### src/hw/rtl/hot_pkg.sv
// Shared constants, codes and field widths of the histogram and Otsu threshold block.
`default_nettype none
package hot_pkg;

  // Default sizes of the histogram store.
  localparam int BIN_COUNT_DEF   = 256;
  localparam int COUNT_WIDTH_DEF = 32;

  // Limb width of the shared wide multiplier.
  localparam int LIMB_W = 32;

  // Field widths of the ports.
  localparam int FUNC_W     = 2;
  localparam int PIX_W      = 8;
  localparam int CHAN_W     = 3;
  localparam int BIN_OUT_W  = 8;
  localparam int TOTAL_W    = 32;
  localparam int OTSU_W     = 9;
  localparam int PEAK_W     = 8;
  localparam int CFG_IDX_W  = 2;
  localparam int CFG_DATA_W = 8;

  // Sample value width: an 8-bit value in Q16.
  localparam int SAMPLE_W = PIX_W + 16;

  // Function codes of an input beat; the unused code behaves as evaluate.
  localparam logic [FUNC_W-1:0] FN_CLEAR = 2'd0;
  localparam logic [FUNC_W-1:0] FN_ACC   = 2'd1;
  localparam logic [FUNC_W-1:0] FN_EVAL  = 2'd2;
  localparam logic [FUNC_W-1:0] FN_RSVD  = 2'd3;

  // Channel codes; codes above alpha select luma.
  localparam logic [CHAN_W-1:0] CH_RED   = 3'd0;
  localparam logic [CHAN_W-1:0] CH_GREEN = 3'd1;
  localparam logic [CHAN_W-1:0] CH_BLUE  = 3'd2;
  localparam logic [CHAN_W-1:0] CH_ALPHA = 3'd3;
  localparam logic [CHAN_W-1:0] CH_LUMA  = 3'd4;

  // Configuration register indexes.
  localparam logic [CFG_IDX_W-1:0] REG_CHANNEL  = 2'd0;
  localparam logic [CFG_IDX_W-1:0] REG_RANGE_LO = 2'd1;
  localparam logic [CFG_IDX_W-1:0] REG_RANGE_HI = 2'd2;

  // Q16 luma weights, summing to one.
  localparam logic [15:0] LUMA_R = 16'd19595;
  localparam logic [15:0] LUMA_G = 16'd38470;
  localparam logic [15:0] LUMA_B = 16'd7471;

endpackage
`default_nettype wire

### src/hw/rtl/hot_mul.sv
// Multi-cycle wide multiplier built from one 32 by 32 bit product per cycle.
`default_nettype none
module hot_mul #(
  parameter int OP_W = 176
) (
  input  wire logic                                   clk,
  input  wire logic                                   rst_n,
  input  wire logic                                   start,
  input  wire logic [OP_W-1:0]                        x,
  input  wire logic [OP_W-1:0]                        y,
  output logic                                        done,
  output logic [2*((OP_W+hot_pkg::LIMB_W-1)/hot_pkg::LIMB_W)*hot_pkg::LIMB_W-1:0] prod
);
  import hot_pkg::*;

  localparam int OL  = (OP_W + LIMB_W - 1) / LIMB_W;
  localparam int PL  = 2 * OL;
  localparam int XW  = OL * LIMB_W;
  localparam int IW  = (OL > 1) ? $clog2(OL) : 1;
  localparam int AIW = $clog2(PL);

  logic [XW-1:0]     xp;
  logic [XW-1:0]     yp;
  logic [LIMB_W-1:0] xl_r [OL];
  logic [LIMB_W-1:0] yl_r [OL];
  logic [LIMB_W-1:0] acc_r [PL];
  logic [LIMB_W-1:0] carry_r;
  logic [IW-1:0]     i_r;
  logic [IW-1:0]     j_r;
  logic              busy_r;
  logic              done_r;
  logic [AIW-1:0]    k;
  logic [AIW-1:0]    k1;
  logic [2*LIMB_W-1:0] t;
  logic              row_end;

  assign xp = XW'(x);
  assign yp = XW'(y);

  // One limb product plus the running column and carry.
  assign k       = AIW'(i_r) + AIW'(j_r);
  assign k1      = k + AIW'(1);
  assign t       = (2*LIMB_W)'(xl_r[i_r]) * (2*LIMB_W)'(yl_r[j_r])
                 + (2*LIMB_W)'(acc_r[k]) + (2*LIMB_W)'(carry_r);
  assign row_end = (i_r == IW'(OL - 1));

  // Busy and done flags of the limb-product sequence.
  always_ff @(posedge clk) begin
    if (!rst_n) begin
      busy_r <= 1'b0;
      done_r <= 1'b0;
    end else begin
      done_r <= 1'b0;
      if (start) begin
        busy_r <= 1'b1;
      end else if (busy_r && row_end && (j_r == IW'(OL - 1))) begin
        busy_r <= 1'b0;
        done_r <= 1'b1;
      end
    end
  end

  // Operand limbs and the product accumulator.
  always_ff @(posedge clk) begin
    if (start) begin
      for (int n = 0; n < OL; n++) begin
        xl_r[n] <= xp[n*LIMB_W +: LIMB_W];
        yl_r[n] <= yp[n*LIMB_W +: LIMB_W];
      end
      for (int n = 0; n < PL; n++) begin
        acc_r[n] <= '0;
      end
      i_r     <= '0;
      j_r     <= '0;
      carry_r <= '0;
    end else if (busy_r) begin
      acc_r[k] <= t[LIMB_W-1:0];
      if (row_end) begin
        acc_r[k1] <= t[2*LIMB_W-1:LIMB_W];
        carry_r   <= '0;
        i_r       <= '0;
        j_r       <= j_r + IW'(1);
      end else begin
        carry_r <= t[2*LIMB_W-1:LIMB_W];
        i_r     <= i_r + IW'(1);
      end
    end
  end

  assign done = done_r;

  for (genvar g = 0; g < PL; g++) begin : g_prod
    assign prod[g*LIMB_W +: LIMB_W] = acc_r[g];
  end

endmodule
`default_nettype wire

### config.mk
export PLATFORM = sky130hd
export DESIGN_NAME = hot_mul
export DESIGN_NICKNAME = d
export VERILOG_FILES = /design/src/hw/rtl/hot_pkg.sv /design/src/hw/rtl/hot_mul.sv
export SDC_FILE = /design/constraint.sdc
export NUM_CORES = 2
export LEC_CHECK = 0
export ABC_CLOCK_PERIOD_IN_PS = 9300
export BUFFER_PORTS_ARGS = -buffer_cell sky130_fd_sc_hd__buf_2
export CAP_MARGIN = 15
export CORE_ASPECT_RATIO = 1.2
export CORE_MARGIN = 5
export CORE_UTILIZATION = 55
export DETAILED_ROUTE_END_ITERATION = 6
export PLACE_DENSITY = 0.78
export SYNTH_ARGS = -nofsm -noshare
export SYNTH_HDL_FRONTEND = slang
export SYNTH_SLANG_ARGS = --single-unit
### constraint.sdc
create_clock -name clk -period 9.3 [get_ports clk]
set_input_delay 1.86 -clock clk [delete_from_list [all_inputs] [get_ports clk]]
set_output_delay 1.86 -clock clk [all_outputs]
set_load 0.01 [all_outputs]
# Word-level counts from Yosys, hierarchy flattened
# Memories as Yosys holds them, arrays and structs flattened. A register that Yosys moved wholly into a read port is not among the register bits.
# Index checks and enable logic that the tools add are counted.
# Widths: inputs -> output; s select.
# op_classes
n_reduce_logical,7
add_sub_neg,6
bitwise,1
n_mul,1
muxes,24
eq_ne,2
# op_table
operator,count
$add 64x32->64,2
$mux 32,3
$mul 32x32->64,1
$reduce_or 32->1,2
$mux 3,5
$mux 1,14
$mux 4,2
$add 3x1->3 const B,2
$eq 3x3->1 const B,2
$add 3x3->4,1
$add 4x1->4 const B,1
$logic_and 1x1->1,2
$reduce_and 2->1,1
$reduce_bool 2->1,1
$reduce_or 2->1,1
$not 1->1,1
# word_totals
in_bits,355
mem_count,3
ramBits,768
wordCells,49
register_bits,40
# mem_list
memory,depth,width,read_ports,rd_clocked_by_memory_dff,write_ports,line_no,rtl
acc_r,12,32,13,0,12,hot_mul.sv:26,logic [LIMB_W-1:0] acc_r [PL];
xl_r,6,32,1,1,6,hot_mul.sv:24,logic [LIMB_W-1:0] xl_r [OL];
yl_r,6,32,1,1,6,hot_mul.sv:25,logic [LIMB_W-1:0] yl_r [OL];

# Depth between registers and ports, before layout
# depth
depth_word,7
ltp_mapped,36
depth_no_buf,30

# Worst setup path after synthesis
# Ideal clock, no wire load.
# synth_timing
path_kind,reg2reg
from,register (tool-made name)
to,memory acc_r[10][21] (data pin)
t_arrival_ns,9.022
path_buffers,6
setup_slack_ns,0.004
path_stages_with_launch,33
t_required_ns,9.026
setup_time_ns,0.274
synth_period_minus_slack_ns,9.296
cell_sequence,dfxtp_1 > buf_1 > buf_2 > buf_2 > mux2i_1 > a21o_1 > clkbuf_1 > nor2_1 > fa_1 > inv_1 > fa_1 > fa_1 > inv_1 > fa_1 > inv_1 > fa_1 > inv_1 > fa_1 > fa_1 > inv_1 > fa_1 > inv_1 > ha_1 > buf_4 > nand4_2 > or4_4 > a31oi_2 > nor4b_2 > or4_4 > nand2_1 > xnor2_1 > clkbuf_1 > o22ai_1
# synth_lines
element,line_no
"end, declared",hot_mul.sv:26

==> impl_metrics.ini <==
[grt]
grt_pass1_vias = 59820
antenna_found_initial = 21
overflow = 0
grt_max_degree = 189
grt.total_usage_pct = 38.97
grt_pass1_wl_mm = 397.4

[sta]
period_needed_ps = 9165
slew_violations = 0
fin_ws_ps = 135.4
rsz0062_at_grt = true
slew_headroom_pct = 19.35
setup_viol = 0
tns_ps = 0
hold_viol = 0
tightestPinTransition_ps = 1205
fmax_ghz = 0.1091
period_share_pct = 98.54
fin_skew_ps = 131.4

[job]
drv_cap = 0

[synth]
synth_area_sq_mm = 0.07334
synth.top_cells.by_area = edfxtp_1 (35%), fa_1 (26%), mux4_2 (6.9%)
synth_cells = 6267
synth-main-ff-cell = edfxtp_1
syn-num-nets = 7863
synth_edf_count = 864
async_flop_share_pct = 0
synth_top_cell_by_area = edfxtp_1
syn_area_per_cell_sq_um = 11.70
yosysUniqueCellTypes = 76
synth_top_area_share_pct = 35.38
yosysMostFrequentCell = inv_1
netlist_top_cells_count = inv_1 (1,043), fa_1 (960), edfxtp_1 (864), nand2_1 (702), nor2_1 (546)
synth_warnings = 0
ys_ff_latch = 910
yosysSeqAreaShare_pct = 36.63

[final_layout]
fin_nets = 8782
multi_input_area_sq_mm = 0.04167
nFillCells = 9921
syn2layout_area_growth_pct = 18.17
ff_latch_area_sq_mm = 0.02688
instances_no_fill = 9050
final_layout_size_suffix_gt1_share_pct = 24.80

[route]
drt-total-wl_mm = 279.4
vias_per_cell = 6.371
drt-initial-drc-count = 7595
avgRoutedWirePerCell_um = 30.87
remaining_drc_errors = 1
via_count = 57660
first_pass_iters = 7
ant_nets = 0

[floorplanning]
io_pins = 740
start_util_pct = 55.45
die-height_um = 410.0
dieArea_sq_mm = 0.1408
die_w_um = 343.3
rows = 146
coreArea_sq_mm = 0.1323

[clocking]
cts_root_buf = clkbuf_16
numClockSinks = 910
ctsHtreeMaxLevel = 3
numCtsBuffers = 91
cts_tree = built
holdBufCountCts = 0
cts_buffer_depth = 3
clk_pin_slew_ps = 60
worstSkewPairLatency_ps = 790

[setup_path]
critPathBufInv = 9
crit_type = reg -> reg
end_kind = flop
path_delay_family = adder cells
crit_path_frequent_cell = fa_1
worst-path-max-fanout = 9
crit_path_max_incr_delay_ps = 630
worstSetupStartpointType = flop
critPathRequiredTime_ps = 9720
cpMaxStageDelayCell = fa_1
arrival_ps = 9580

[worst_hold_path]
hold_class = reg -> reg

[place]
routabilityCongestion = 1.045
port_buffers = 739
placed_cells = 8792
post-place-ws_ps = -637.9
dp_hpwl_mm = 213.2

[outcome]
status = finished with violations
violations = design-rule violations
[cell type report]
| type | instances | share of cell area [%] |
|---|---|---|
| multi-input cells | 3897 | 48.08 |
| flip-flops and latches | 910 | 31.02 |
| repair buffers | 1243 | 10.39 |
| inverters | 1043 | 4.517 |
| clock buffers | 105 | 2.688 |
| well taps | 1776 | 2.564 |
| clock inverters | 61 | 0.7017 |
| diodes | 15 | 0.04331 |
[cell families after synthesis]
| group | after synthesis | synth area share, % |
|---|---|---|
| mux | 379 | 9.022 |
| buf+inv | 1460 | 7.561 |
| flops | 910 | 36.63 |
| fa+ha+maj | 1241 | 31.00 |
| simple gates | 1410 | 7.785 |
| compound gates | 805 | 7.249 |
| xor+xnor | 62 | 0.7507 |
[state kept, by name, indices dropped and copies added (netlist names), named ones only]
register and cells:
carry_r 32, yl_r 176, busy_r 1, j_r 3, done 1, xl_r 176
i_r 3, acc_r 512
[per-stage QoR]
step	hold WS, ps	instance area, sq um	utilization (%)
global route	489.6	86630	65.50
global placement	437.7	82210	62.16
floorplan	425.0	73340	-
detailed placement	441.8	82220	62.17
finish	455.1	86660	65.53
CTS	456.3	85270	64.47
[repair_timing]
item,in CTS,in global routing
resized for setup,13,143
setup endpoints to repair,138,298
endpoints found under the hold margin,0,0
gates cloned,0,6
pin swaps,5,79
setup buffers,5,70
[worst register-to-register path: cells and delay by family (launching register included)]
| kind | cells | cell delay [ps] |
|---|---|---|
| flip-flops | 1 | 430 |
| buffers and inverters | 9 | 1130 |
| AO/OA/AOI/OAI | 9 | 1850 |
| AND/OR/NAND/NOR | 3 | 520 |
| multiplexers | 1 | 530 |
| adder cells (fa/ha/maj) | 9 | 4410 |
[placed cells by master (no fill, tap or decap), types with 17 or more instances in the layout]
cell type,netlist,routed
ha_1,281,270
edfxtp_1,864,864
nor2_1,546,529
inv_1,1043,1041
dfxtp_1,46,40
o22ai_1,324,322
o21a_1,24,18
buf_6,2,30
mux2i_1,139,138
clkinv_1,0,24
o21ai_1,31,30
clkbuf_16,0,96
a21oi_1,131,120
nand4_1,22,22
xor2_1,27,26
buf_4,6,364
a22o_1,66,61
o21ai_0,71,59
and2_1,19,18
nand2_1,702,676
buf_12,0,104
nand2_2,0,26
nand3_1,24,24
fa_1,960,944
xnor2_1,34,28
a21o_1,56,47
buf_2,22,738
mux4_2,224,224
clkinv_2,0,17
[metal layers]
metal / routed length, um / track usage [%] / vias to the layer above / part of all wire [%]
li1: - / - / 22770 / -
met1: 87240 / 45.99 / 28510 / 31
met2: 126200 / 61.18 / 5070 / 45
met3: 40100 / 12.53 / 1285 / 14
met4: 25690 / 26.28 / 28 / 9.2
met5: 202 / 0 / - / 0.072
[final timing paths]
| kind | to | slack [ps] | cells after the start | startpoint |
|---|---|---|---|---|
| max | acc_r[7][30]$_DFFE_PP_ | 140 | 31 | flop |
| min | carry_r[15]$_SDFFE_PP0P_ | 460 | 2 | carry_r[15]$_SDFFE_PP0P_ |
| max reg2reg | acc_r[7][30]$_DFFE_PP_ | 140 | 31 | flop |
| min reg2reg | carry_r[15]$_SDFFE_PP0P_ | 460 | 2 | carry_r[15]$_SDFFE_PP0P_ |
Power is left out: the tool's default activity adds up to more than one toggle a clock period on the data nets, which glitch-free logic cannot reach.
